==> src/hdl/prv_pkg.sv <==
`default_nettype none

package prv_pkg;

    // Record format and limits.
    localparam logic [15:0] MAX_PAGE_BYTES  = 16'd1024;
    localparam logic [15:0] PAGE_SIZE_RESET = 16'd1024;
    localparam logic [31:0] ALL_ONES        = 32'hFFFF_FFFF;
    localparam logic [31:0] CRC_POLY        = 32'hEDB8_8320;
    localparam logic [31:0] SEQ_LAST        = 32'hFFFF_FFFE;

    // Byte position counter of a stream, saturating at its maximum.
    localparam int POS_W = 17;
    localparam logic [POS_W-1:0] POS_MAX = '1;

    // Queue between the front end and the back end.
    localparam int QDEPTH = 4;
    localparam int QPTR_W = $clog2(QDEPTH);
    localparam int QCNT_W = $clog2(QDEPTH + 1);

    // Command codes.
    localparam logic CMD_CHECK = 1'b0;
    localparam logic CMD_WRITE = 1'b1;

    typedef enum logic [1:0] {
        KIND_CHECKED  = 2'd0,
        KIND_HEADER   = 2'd1,
        KIND_REJECTED = 2'd2
    } t_result_kind;

    typedef struct packed {
        logic        command;
        logic        page;
        logic [7:0]  data_byte;
        logic [15:0] record_length;
        logic        end_of_stream;
    } t_in_item;

    typedef struct packed {
        t_result_kind result_kind;
        logic         result_page;
        logic         page_valid;
        logic [31:0]  sequence_res;
        logic [31:0]  record_crc;
        logic [15:0]  record_size;
        logic         selected_page;
        logic         partition_empty;
    } t_out_item;

    // One classified item, as the front end hands it to the back end.
    typedef struct packed {
        logic        cmd;
        logic        page;
        logic [7:0]  data_byte;
        logic        start;    // first item of a new stream
        logic        crc_en;   // byte goes into the CRC
        logic        cap_crc;  // byte of the stored CRC word
        logic        cap_seq;  // byte of the sequence word
        logic [1:0]  lane;     // byte lane within a header word
        logic        eos;
        logic        len_ok;   // length and byte count checks passed
        logic [15:0] len16;    // write length on a start, record length on the last item
    } t_op;

    typedef enum logic [1:0] {
        BK_RUN,
        BK_HDR,
        BK_BODY
    } t_back_state;

    // Reflected CRC-32 update by one byte.
    function automatic logic [31:0] crc_byte(input logic [31:0] c, input logic [7:0] b);
        logic [31:0] r;
        r = c ^ {24'd0, b};
        for (int i = 0; i < 8; i++) begin
            r = r[0] ? ((r >> 1) ^ CRC_POLY) : (r >> 1);
        end
        return r;
    endfunction

endpackage

`default_nettype wire

==> src/hdl/pingpong_record_validator.sv <==
// Path: an accepted item is written into the queue; the back end takes it from the queue head and
// registers its result in the output register.
// Throughput: one item per cycle while the queue has room. The first item of a write stream holds
// the back end while it starts and the CRC unit folds in the length and sequence words, one
// byte per cycle. A four-entry queue lets the front end keep taking items meanwhile.
// Reset: synchronous, active low; empties the queue, selects page 0, marks it empty, page_size 1024.
`default_nettype none

module pingpong_record_validator import prv_pkg::*; (
    input  logic        i_clk,
    input  logic        i_rst_n,
    input  logic        i_cfg_wr_en,
    input  logic [15:0] i_cfg_wr_data,
    input  logic        i_in_valid,
    input  t_in_item    i_in_item,
    output logic        o_in_stall,
    output logic        o_out_valid,
    output t_out_item   o_out_item,
    input  logic        i_out_stall
);

    logic w_q_full;
    logic w_q_push;
    t_op  w_q_op;
    logic w_q_valid;
    t_op  w_q_head;
    logic w_q_pop;

    // Front end: position tracking and item classification.
    prv_front u_front (
        .i_clk         (i_clk),
        .i_rst_n       (i_rst_n),
        .i_cfg_wr_en   (i_cfg_wr_en),
        .i_cfg_wr_data (i_cfg_wr_data),
        .i_in_valid    (i_in_valid),
        .i_in_item     (i_in_item),
        .o_in_stall    (o_in_stall),
        .i_q_full      (w_q_full),
        .o_q_push      (w_q_push),
        .o_q_op        (w_q_op)
    );

    // Queue of classified items.
    prv_queue u_queue (
        .i_clk   (i_clk),
        .i_rst_n (i_rst_n),
        .i_push  (w_q_push),
        .i_op    (w_q_op),
        .o_full  (w_q_full),
        .o_valid (w_q_valid),
        .o_head  (w_q_head),
        .i_pop   (w_q_pop)
    );

    // Back end: CRC, verdicts, page selection and results.
    prv_back u_back (
        .i_clk       (i_clk),
        .i_rst_n     (i_rst_n),
        .i_q_valid   (w_q_valid),
        .i_q_head    (w_q_head),
        .o_q_pop     (w_q_pop),
        .o_out_valid (o_out_valid),
        .o_out_item  (o_out_item),
        .i_out_stall (i_out_stall)
    );

endmodule

`default_nettype wire

==> src/hdl/prv_front.sv <==
`default_nettype none

module prv_front import prv_pkg::*; (
    input  logic        i_clk,
    input  logic        i_rst_n,
    input  logic        i_cfg_wr_en,
    input  logic [15:0] i_cfg_wr_data,
    input  logic        i_in_valid,
    input  t_in_item    i_in_item,
    output logic        o_in_stall,
    input  logic        i_q_full,
    output logic        o_q_push,
    output t_op         o_q_op
);

    logic [15:0]      r_page_size;
    logic             r_active_cmd;
    logic [POS_W-1:0] r_pos;
    logic [POS_W-1:0] n_pos;
    logic [31:0]      r_len;
    logic [31:0]      n_len;

    logic             w_accept;
    logic             w_start;
    logic [POS_W-1:0] w_p;
    logic [POS_W-1:0] w_pos_inc;
    logic [POS_W-1:0] w_data_idx;
    logic [31:0]      w_len_cur;
    logic [15:0]      w_limit;
    logic [32:0]      w_need;

    // The queue having room is the only condition for taking an item.
    assign o_in_stall = i_q_full;
    assign w_accept   = i_in_valid && !i_q_full;
    assign o_q_push   = w_accept;

    assign w_limit = (r_page_size < MAX_PAGE_BYTES) ? r_page_size : MAX_PAGE_BYTES;

    // Position tracking and classification of the incoming item.
    always_comb begin
        w_start = (r_pos == '0) || (r_active_cmd != i_in_item.command);
        w_p     = w_start ? '0 : r_pos;
        if (w_start) begin
            w_len_cur = (i_in_item.command == CMD_WRITE) ? {16'd0, i_in_item.record_length}
                                                         : 32'd0;
        end else begin
            w_len_cur = r_len;
        end
        w_pos_inc  = (w_p == POS_MAX) ? w_p : w_p + 1'b1;
        w_data_idx = w_p - POS_W'(12);
        n_pos      = i_in_item.end_of_stream ? '0 : w_pos_inc;
        n_len      = w_len_cur;

        o_q_op.cmd       = i_in_item.command;
        o_q_op.page      = i_in_item.page;
        o_q_op.data_byte = i_in_item.data_byte;
        o_q_op.start     = w_start;
        o_q_op.lane      = w_p[1:0];
        o_q_op.eos       = i_in_item.end_of_stream;
        o_q_op.cap_crc   = 1'b0;
        o_q_op.cap_seq   = 1'b0;

        if (i_in_item.command == CMD_CHECK) begin
            // Header bytes 4 to 7 build the length word here.
            if (w_p >= POS_W'(4) && w_p < POS_W'(8)) begin
                n_len = w_len_cur | ({24'd0, i_in_item.data_byte} << {w_p[1:0], 3'b000});
            end
            o_q_op.cap_crc = (w_p < POS_W'(4));
            o_q_op.cap_seq = (w_p >= POS_W'(8)) && (w_p < POS_W'(12));
            o_q_op.crc_en  = ((w_p >= POS_W'(4)) && (w_p < POS_W'(12))) ||
                             ((w_p >= POS_W'(12)) && ({15'd0, w_data_idx} < w_len_cur));
            w_need         = 33'd12 + {1'b0, n_len};
            o_q_op.len_ok  = (n_len <= {16'd0, w_limit}) &&
                             ({16'd0, w_pos_inc} >= w_need);
            o_q_op.len16   = n_len[15:0];
        end else begin
            w_need         = '0;
            o_q_op.crc_en  = ({15'd0, w_p} < w_len_cur);
            o_q_op.len_ok  = (w_len_cur <= {16'd0, w_limit}) &&
                             ({15'd0, w_pos_inc} >= w_len_cur);
            o_q_op.len16   = w_len_cur[15:0];
        end
    end

    // Configuration register and stream position.
    always_ff @(posedge i_clk) begin
        if (!i_rst_n) begin
            r_page_size  <= PAGE_SIZE_RESET;
            r_active_cmd <= CMD_CHECK;
            r_pos        <= '0;
            r_len        <= '0;
        end else begin
            if (i_cfg_wr_en) begin
                r_page_size <= i_cfg_wr_data;
            end
            if (w_accept) begin
                r_active_cmd <= i_in_item.command;
                r_pos        <= n_pos;
                r_len        <= n_len;
            end
        end
    end

endmodule

`default_nettype wire

==> src/hdl/prv_queue.sv <==
`default_nettype none

module prv_queue import prv_pkg::*; (
    input  logic i_clk,
    input  logic i_rst_n,
    input  logic i_push,
    input  t_op  i_op,
    output logic o_full,
    output logic o_valid,
    output t_op  o_head,
    input  logic i_pop
);

    t_op               r_mem [QDEPTH];
    logic [QPTR_W-1:0] r_wr_ptr;
    logic [QPTR_W-1:0] r_rd_ptr;
    logic [QCNT_W-1:0] r_count;

    assign o_full  = (r_count == QCNT_W'(QDEPTH));
    assign o_valid = (r_count != '0);
    assign o_head  = r_mem[r_rd_ptr];

    // Entry storage.
    always_ff @(posedge i_clk) begin
        if (i_push) begin
            r_mem[r_wr_ptr] <= i_op;
        end
    end

    // Pointers and fill count.
    always_ff @(posedge i_clk) begin
        if (!i_rst_n) begin
            r_wr_ptr <= '0;
            r_rd_ptr <= '0;
            r_count  <= '0;
        end else begin
            if (i_push) begin
                r_wr_ptr <= (r_wr_ptr == QPTR_W'(QDEPTH - 1)) ? '0 : r_wr_ptr + 1'b1;
            end
            if (i_pop) begin
                r_rd_ptr <= (r_rd_ptr == QPTR_W'(QDEPTH - 1)) ? '0 : r_rd_ptr + 1'b1;
            end
            if (i_push && !i_pop) begin
                r_count <= r_count + 1'b1;
            end else if (!i_push && i_pop) begin
                r_count <= r_count - 1'b1;
            end
        end
    end

endmodule

`default_nettype wire

==> src/hdl/prv_back.sv <==
`default_nettype none

module prv_back import prv_pkg::*; (
    input  logic      i_clk,
    input  logic      i_rst_n,
    input  logic      i_q_valid,
    input  t_op       i_q_head,
    output logic      o_q_pop,
    output logic      o_out_valid,
    output t_out_item o_out_item,
    input  logic      i_out_stall
);

    t_back_state r_state;
    t_back_state n_state;
    logic [2:0]  r_hcnt;
    logic [2:0]  n_hcnt;
    logic [31:0] r_crc;
    logic [31:0] n_crc;
    logic [31:0] r_hcrc;
    logic [31:0] n_hcrc;
    logic [31:0] r_hseq;
    logic [31:0] n_hseq;
    logic        r_p0_ok;
    logic        n_p0_ok;
    logic [31:0] r_p0_seq;
    logic [31:0] n_p0_seq;
    logic        r_read_page;
    logic        n_read_page;
    logic [31:0] r_cur_seq;
    logic [31:0] n_cur_seq;
    logic        r_empty;
    logic        n_empty;
    logic        r_out_valid;
    logic        n_out_valid;
    t_out_item   r_out_item;
    t_out_item   n_out_item;

    logic        w_out_free;
    logic [31:0] w_seq_inc;
    logic [31:0] w_hdr_word;
    logic [7:0]  w_hdr_byte;
    logic [31:0] w_crc_base;
    logic [31:0] w_crc_new;
    logic [31:0] w_hcrc_new;
    logic [31:0] w_hseq_new;
    logic [31:0] w_crc_out;
    logic        w_valid;
    logic        w_reject;

    assign o_out_valid = r_out_valid;
    assign o_out_item  = r_out_item;
    assign w_out_free  = !r_out_valid || !i_out_stall;
    assign w_seq_inc   = r_cur_seq + 32'd1;

    // Header bytes of a write: length word, then the next sequence word.
    assign w_hdr_word = r_hcnt[2] ? w_seq_inc : {16'd0, i_q_head.len16};
    assign w_hdr_byte = 8'(w_hdr_word >> {r_hcnt[1:0], 3'b000});

    // Datapath for the item at the head of the queue.
    always_comb begin
        w_crc_base = (i_q_head.start && r_state == BK_RUN) ? ALL_ONES : r_crc;
        w_crc_new  = i_q_head.crc_en ? crc_byte(w_crc_base, i_q_head.data_byte) : w_crc_base;
        w_hcrc_new = i_q_head.start ? 32'd0 : r_hcrc;
        w_hseq_new = i_q_head.start ? 32'd0 : r_hseq;
        if (i_q_head.cap_crc) begin
            w_hcrc_new = w_hcrc_new |
                         ({24'd0, i_q_head.data_byte} << {i_q_head.lane, 3'b000});
        end
        if (i_q_head.cap_seq) begin
            w_hseq_new = w_hseq_new |
                         ({24'd0, i_q_head.data_byte} << {i_q_head.lane, 3'b000});
        end
        w_crc_out = ~w_crc_new;
        w_valid   = i_q_head.len_ok && (w_hcrc_new != ALL_ONES) &&
                    (w_hseq_new != ALL_ONES) && (w_hcrc_new == w_crc_out);
        w_reject  = !i_q_head.len_ok || (r_cur_seq >= SEQ_LAST);
    end

    // Sequencer, selection and result formation.
    always_comb begin
        n_state     = r_state;
        n_hcnt      = r_hcnt;
        n_crc       = r_crc;
        n_hcrc      = r_hcrc;
        n_hseq      = r_hseq;
        n_p0_ok     = r_p0_ok;
        n_p0_seq    = r_p0_seq;
        n_read_page = r_read_page;
        n_cur_seq   = r_cur_seq;
        n_empty     = r_empty;
        n_out_valid = r_out_valid && i_out_stall;
        n_out_item  = r_out_item;
        o_q_pop     = 1'b0;

        case (r_state)
            BK_RUN, BK_BODY: begin
                if (i_q_valid) begin
                    if (r_state == BK_RUN && i_q_head.start && i_q_head.cmd == CMD_WRITE) begin
                        // A new write first folds its header words into the CRC.
                        n_state = BK_HDR;
                        n_hcnt  = '0;
                        n_crc   = ALL_ONES;
                    end else if (!i_q_head.eos || w_out_free) begin
                        o_q_pop = 1'b1;
                        n_state = BK_RUN;
                        n_crc   = w_crc_new;
                        n_hcrc  = w_hcrc_new;
                        n_hseq  = w_hseq_new;
                        if (i_q_head.eos) begin
                            n_out_valid            = 1'b1;
                            n_out_item.record_size = i_q_head.len16;
                            if (i_q_head.cmd == CMD_CHECK) begin
                                if (!i_q_head.page) begin
                                    n_p0_ok  = w_valid;
                                    n_p0_seq = w_hseq_new;
                                end else begin
                                    n_empty = 1'b0;
                                    if (w_valid && (!r_p0_ok || w_hseq_new > r_p0_seq)) begin
                                        n_read_page = 1'b1;
                                        n_cur_seq   = w_hseq_new;
                                    end else if (r_p0_ok) begin
                                        n_read_page = 1'b0;
                                        n_cur_seq   = r_p0_seq;
                                    end else begin
                                        n_read_page = 1'b0;
                                        n_cur_seq   = '0;
                                        n_empty     = 1'b1;
                                    end
                                end
                                n_out_item.result_kind  = KIND_CHECKED;
                                n_out_item.result_page  = i_q_head.page;
                                n_out_item.page_valid   = w_valid;
                                n_out_item.sequence_res = w_hseq_new;
                                n_out_item.record_crc   = w_crc_out;
                            end else begin
                                n_out_item.result_page = !r_read_page;
                                n_out_item.page_valid  = 1'b0;
                                if (w_reject) begin
                                    n_out_item.result_kind  = KIND_REJECTED;
                                    n_out_item.sequence_res = '0;
                                    n_out_item.record_crc   = '0;
                                end else begin
                                    n_cur_seq               = w_seq_inc;
                                    n_read_page             = !r_read_page;
                                    n_empty                 = 1'b0;
                                    n_out_item.result_kind  = KIND_HEADER;
                                    n_out_item.sequence_res = w_seq_inc;
                                    n_out_item.record_crc   = w_crc_out;
                                end
                            end
                            n_out_item.selected_page   = n_read_page;
                            n_out_item.partition_empty = n_empty;
                        end
                    end
                end
            end
            BK_HDR: begin
                n_crc  = crc_byte(r_crc, w_hdr_byte);
                n_hcnt = r_hcnt + 1'b1;
                if (r_hcnt == 3'd7) begin
                    n_state = BK_BODY;
                end
            end
            default: begin
                n_state = BK_RUN;
            end
        endcase
    end

    // Control and selection state.
    always_ff @(posedge i_clk) begin
        if (!i_rst_n) begin
            r_state     <= BK_RUN;
            r_hcnt      <= '0;
            r_crc       <= ALL_ONES;
            r_hcrc      <= '0;
            r_hseq      <= '0;
            r_p0_ok     <= 1'b0;
            r_p0_seq    <= '0;
            r_read_page <= 1'b0;
            r_cur_seq   <= '0;
            r_empty     <= 1'b1;
            r_out_valid <= 1'b0;
        end else begin
            r_state     <= n_state;
            r_hcnt      <= n_hcnt;
            r_crc       <= n_crc;
            r_hcrc      <= n_hcrc;
            r_hseq      <= n_hseq;
            r_p0_ok     <= n_p0_ok;
            r_p0_seq    <= n_p0_seq;
            r_read_page <= n_read_page;
            r_cur_seq   <= n_cur_seq;
            r_empty     <= n_empty;
            r_out_valid <= n_out_valid;
        end
    end

    // Output item register.
    always_ff @(posedge i_clk) begin
        r_out_item <= n_out_item;
    end

endmodule

`default_nettype wire

==> config.mk <==
export PLATFORM = sky130hd
export DESIGN_NAME = pingpong_record_validator
export DESIGN_NICKNAME = d
export VERILOG_FILES = /design/src/hdl/prv_pkg.sv /design/src/hdl/pingpong_record_validator.sv /design/src/hdl/prv_front.sv /design/src/hdl/prv_queue.sv /design/src/hdl/prv_back.sv
export SDC_FILE = /design/constraint.sdc
export NUM_CORES = 1
export LEC_CHECK = 0
export BUFFER_PORTS_ARGS = -buffer_cell sky130_fd_sc_hd__buf_2
export CORE_ASPECT_RATIO = 1.25
export CORE_MARGIN = 3
export CORE_UTILIZATION = 40
export DETAILED_ROUTE_END_ITERATION = 10
export SLEW_MARGIN = 10
export SYNTH_ARGS = -nofsm -noshare
export SYNTH_HDL_FRONTEND = slang
export SYNTH_HIERARCHICAL = 1
export SYNTH_SLANG_ARGS = --single-unit
==> constraint.sdc <==
create_clock -name i_clk -period 17.59 [get_ports i_clk]
set_input_delay 3.518 -clock i_clk [delete_from_list [all_inputs] [get_ports i_clk]]
set_output_delay 3.518 -clock i_clk [all_outputs]
set_load 0.05 [all_outputs]
==> impl_metrics.toml <==
[run_status]
outcome = "completed"

[sta]
setup_viol = 0
hold_slack_ns = 0.473
fin_crit_ns = 8.62
post-route-period-util_pct = 49.0
fin_tns_setup_ns = 0
grt_setup_unrepaired = "no"
clock.fmax_mhz = 116
tightest_slew_ns = 1.29
drv_slew = 0
hold_viol = 0
slew_headroom_pct = 13.2
finalClockSkew_ns = 0.0344

[cells_and_area]
nets = 3292
drive_above_1_share_pct = 12.7
area_growth_pct = 10.4
ff_latch_area_sq_um = 11600
final_util_pct = 44.8
postLayoutCellArea_sq_um = 32400
multi_input_area_sq_um = 16100
fill_cells = 7111
final_cells = 4093

[worst_setup_path]
worstPathArrival_ns = 8.91
max_stage_delay_ns = 0.70
end_kind = "register"
path_class = "in -> reg"
r2r_cells = 14
cp_cell_sequence = "buf_2, buf_4, xnor2_1, nand2_1, inv_1, ha_1, and4_1, nand4_1, or4_1, o21ai_0, ha_1, nor2b_1, o21a_1, o21a_1, o21a_1, o21ai_0, a21oi_1, a2111oi_0, o22ai_1"
cp-endpoint = "u_queue/r_mem[0][16]$_DFFE_PP_"
cp-startpoint = "i_in_item[26]"
worstPathRequired_ns = 17.89
regToRegSetupSlack_ns = 10.32
critical_path.most_common_cell = "o21a_1"
r2r_end = "u_back/r_cur_seq[4]$_SDFFE_PN0P_"
crit_fanout = 63
crit_slowest_cell = "or4_1"
start_kind = "input port"

[route]
num_vias = 24500
first_pass_iters = 7
drtIter0Drc = 2114
ant_nets = 0
drc = 0
vias_per_cell = 5.98
routed_wl_mm = 95.6
post_drt_wl_per_cell_um = 23.4

[clocking]
clk_latency_ns = 0.61
clk_pin_slew_ns = 0.06
cts_resized = 0
clockBufferDepth = 3
cts.sinks = 466
htree_levels = 2
cts_hold_buf = 0
cts_root_buf = "clkbuf_16"
cts_buffers = 50
cts_tree = "done"
cts_setup_buffers = 0

[floorplan]
num_io_pins = 136
die_x_um = 248
initial_core_util_pct = 40.6
core-area_sq_um = 72300
die_y_um = 309
die_area_sq_um = 76600
num_rows = 110

[yosys]
async_flop_share_pct = 0
synth_edf_count = 222
synthCells = 3079
syn_area_per_cell_sq_um = 9.52
ys_types = 113
ys_seq_area_share_pct = 39.4
yosys_warnings = 6
synth_area_sq_um = 29300
synth_flop_cell = "dfxtp_1"
ys_ff_latch = 466

[placement]
placed_area_sq_um = 30600
hpwlAfterDp_mm = 69.2
dp_cells = 4000
gp_congestion = 0.965
port-buffer-count = 135

[power]
p_per_area_nw_per_um2 = 207
p_leak_uw = 0.0134
ir_worst_vdd_uv = 140

[global_route]
gr-total-overflow = 0
track_usage_pct = 24.5
grt_max_degree = 86
grt_pass1_wl_mm = 145
antenna_found_initial = 1
first_global_vias = 23500

[flow_run]
max-cap-violations = 0

[worst_hold_path]
hold_class = "reg -> reg"
layer usage:
layer  track usage (%)  up-vias  wire (um)
met1              30.4    11900      38400
met4              13.7        0       6070
met2              41.2      875      46100
li1                  -    11400          -
met3              3.28      256       5000
met5                 0        -          0
worst min-delay path by stage:
stage,from,to,cells after the start
after floorplan,u_front/r_page_size[10]$_SDFFE_PN1P_,u_front/r_page_size[10]$_SDFFE_PN1P_,2
after global routing,u_front/r_len[12]$_SDFFE_PN0P_,u_front/r_len[12]$_SDFFE_PN0P_,2
final,u_back/r_empty$_SDFFE_PN1P_,u_back/r_empty$_SDFFE_PN1P_,2
after global placement,u_back/r_empty$_SDFFE_PN1P_,u_back/r_empty$_SDFFE_PN1P_,2
after detailed placement,u_front/r_len[12]$_SDFFE_PN0P_,u_front/r_len[12]$_SDFFE_PN0P_,2
after CTS,u_front/r_len[12]$_SDFFE_PN0P_,u_front/r_len[12]$_SDFFE_PN0P_,2
worst max-delay path, delay by kind of cell:
family                   cells  cell delay [ns]
AO/OA/AOI/OAI                8             1.98
adder cells (fa/ha/maj)      2             0.70
AND/OR/NAND/NOR              5             1.54
buffers and inverters        3             0.94
XOR/XNOR                     1             0.21
state kept, by name (all words and copies together) (netlist names), 2 cells and up, named ones only:
register / flops
u_back/o_out_item: 86
u_back/r_crc: 32
u_back/r_cur_seq: 32
u_back/r_hcnt: 3
u_back/r_hcrc: 32
u_back/r_hseq: 32
u_back/r_p0_seq: 32
u_back/r_state: 2
u_front/r_len: 32
u_front/r_page_size: 16
u_front/r_pos: 17
u_queue/r_count: 3
u_queue/r_mem: 136
u_queue/r_rd_ptr: 2
u_queue/r_wr_ptr: 2
synthesized netlist by cell type, types with 33 or more instances:
| master | number | area share (%) |
|---|---|---|
| o21ai_0 | 97 | 1.7 |
| nor4_1 | 39 | 0.83 |
| o22ai_1 | 40 | 0.85 |
| a22oi_1 | 64 | 1.6 |
| nand3_1 | 62 | 1.1 |
| xnor2_1 | 124 | 3.7 |
| inv_1 | 145 | 1.9 |
| ha_1 | 143 | 6.1 |
| a21o_1 | 35 | 0.90 |
| mux2i_1 | 37 | 1.3 |
| nand4_1 | 53 | 1.1 |
| nor3_1 | 65 | 1.1 |
| dfxtp_1 | 244 | 17 |
| edfxtp_1 | 222 | 23 |
| o211ai_1 | 39 | 1.0 |
| nor2b_1 | 53 | 1.1 |
| nand2_1 | 289 | 3.7 |
| o211a_1 | 93 | 3.2 |
| and2_1 | 39 | 0.83 |
| clkbuf_1 | 166 | 2.1 |
| a21oi_1 | 155 | 2.6 |
| nor2_1 | 240 | 3.1 |
| o221ai_1 | 33 | 0.99 |
| xor2_1 | 46 | 1.4 |
through the flow:
stage / power (uW) / setup slack (ns)
2_1_floorplan: 4470 / 9.75
3_3_place_gp: 5500 / 8.49
3_5_place_dp: 5520 / 8.51
4_1_cts: 6680 / 9.13
5_1_grt: 7080 / 8.70
6_report: 6700 / 8.97
power by group:
part | total (uW) | internal, uW | leakage [uW] | switching (uW)
logic | 3980 | 1430 | 0.00844 | 2550
clock network | 1140 | 675 | 0.000860 | 461
registers | 1580 | 1430 | 0.00406 | 146
total | 6700 | 3540 | 0.0134 | 3160
final cells by class:
| class | count | area share, % |
|---|---|---|
| clock inverters | 28 | 1.22 |
| flip-flops and latches | 466 | 35.7 |
| inverters | 151 | 1.76 |
| well taps | 952 | 3.68 |
| clock buffers | 64 | 4.24 |
| diodes | 1 | 0.00773 |
| multi-input cells | 2234 | 49.9 |
| repair buffers | 197 | 3.54 |
cell usage in the layout, fill, tap and decap left out, types with 40 or more instances in the layout:
cell and count:
xnor2_1 124, o211a_1 93, a22oi_1 64, clkbuf_16 50, ha_1 143, o22ai_1 40
buf_2 134, buf_4 62, o21ai_0 97, nand4_1 53, xor2_1 46, nor2b_1 53
nand2_1 289, nor3_1 64, inv_1 143, nand3_1 62, edfxtp_1 222, dfxtp_1 243
a21oi_1 153, nor2_1 238
kinds of logic (layout without fill, tap and decap cells):
family	count (synthesis)	after routing	synth area share, %
AOI/OAI and AO/OA	776	776	19.5
xor gates and xnor gates	192	192	6.68
adders and majority gates	144	144	6.17
buffers and inverters	388	440	5.80
DFF	466	466	39.4
muxes	76	76	4.20
other	1	11	0.0128
and+or+nand+nor	1036	1036	18.2
No activity file was read; power rests on OpenSTA's default activity.
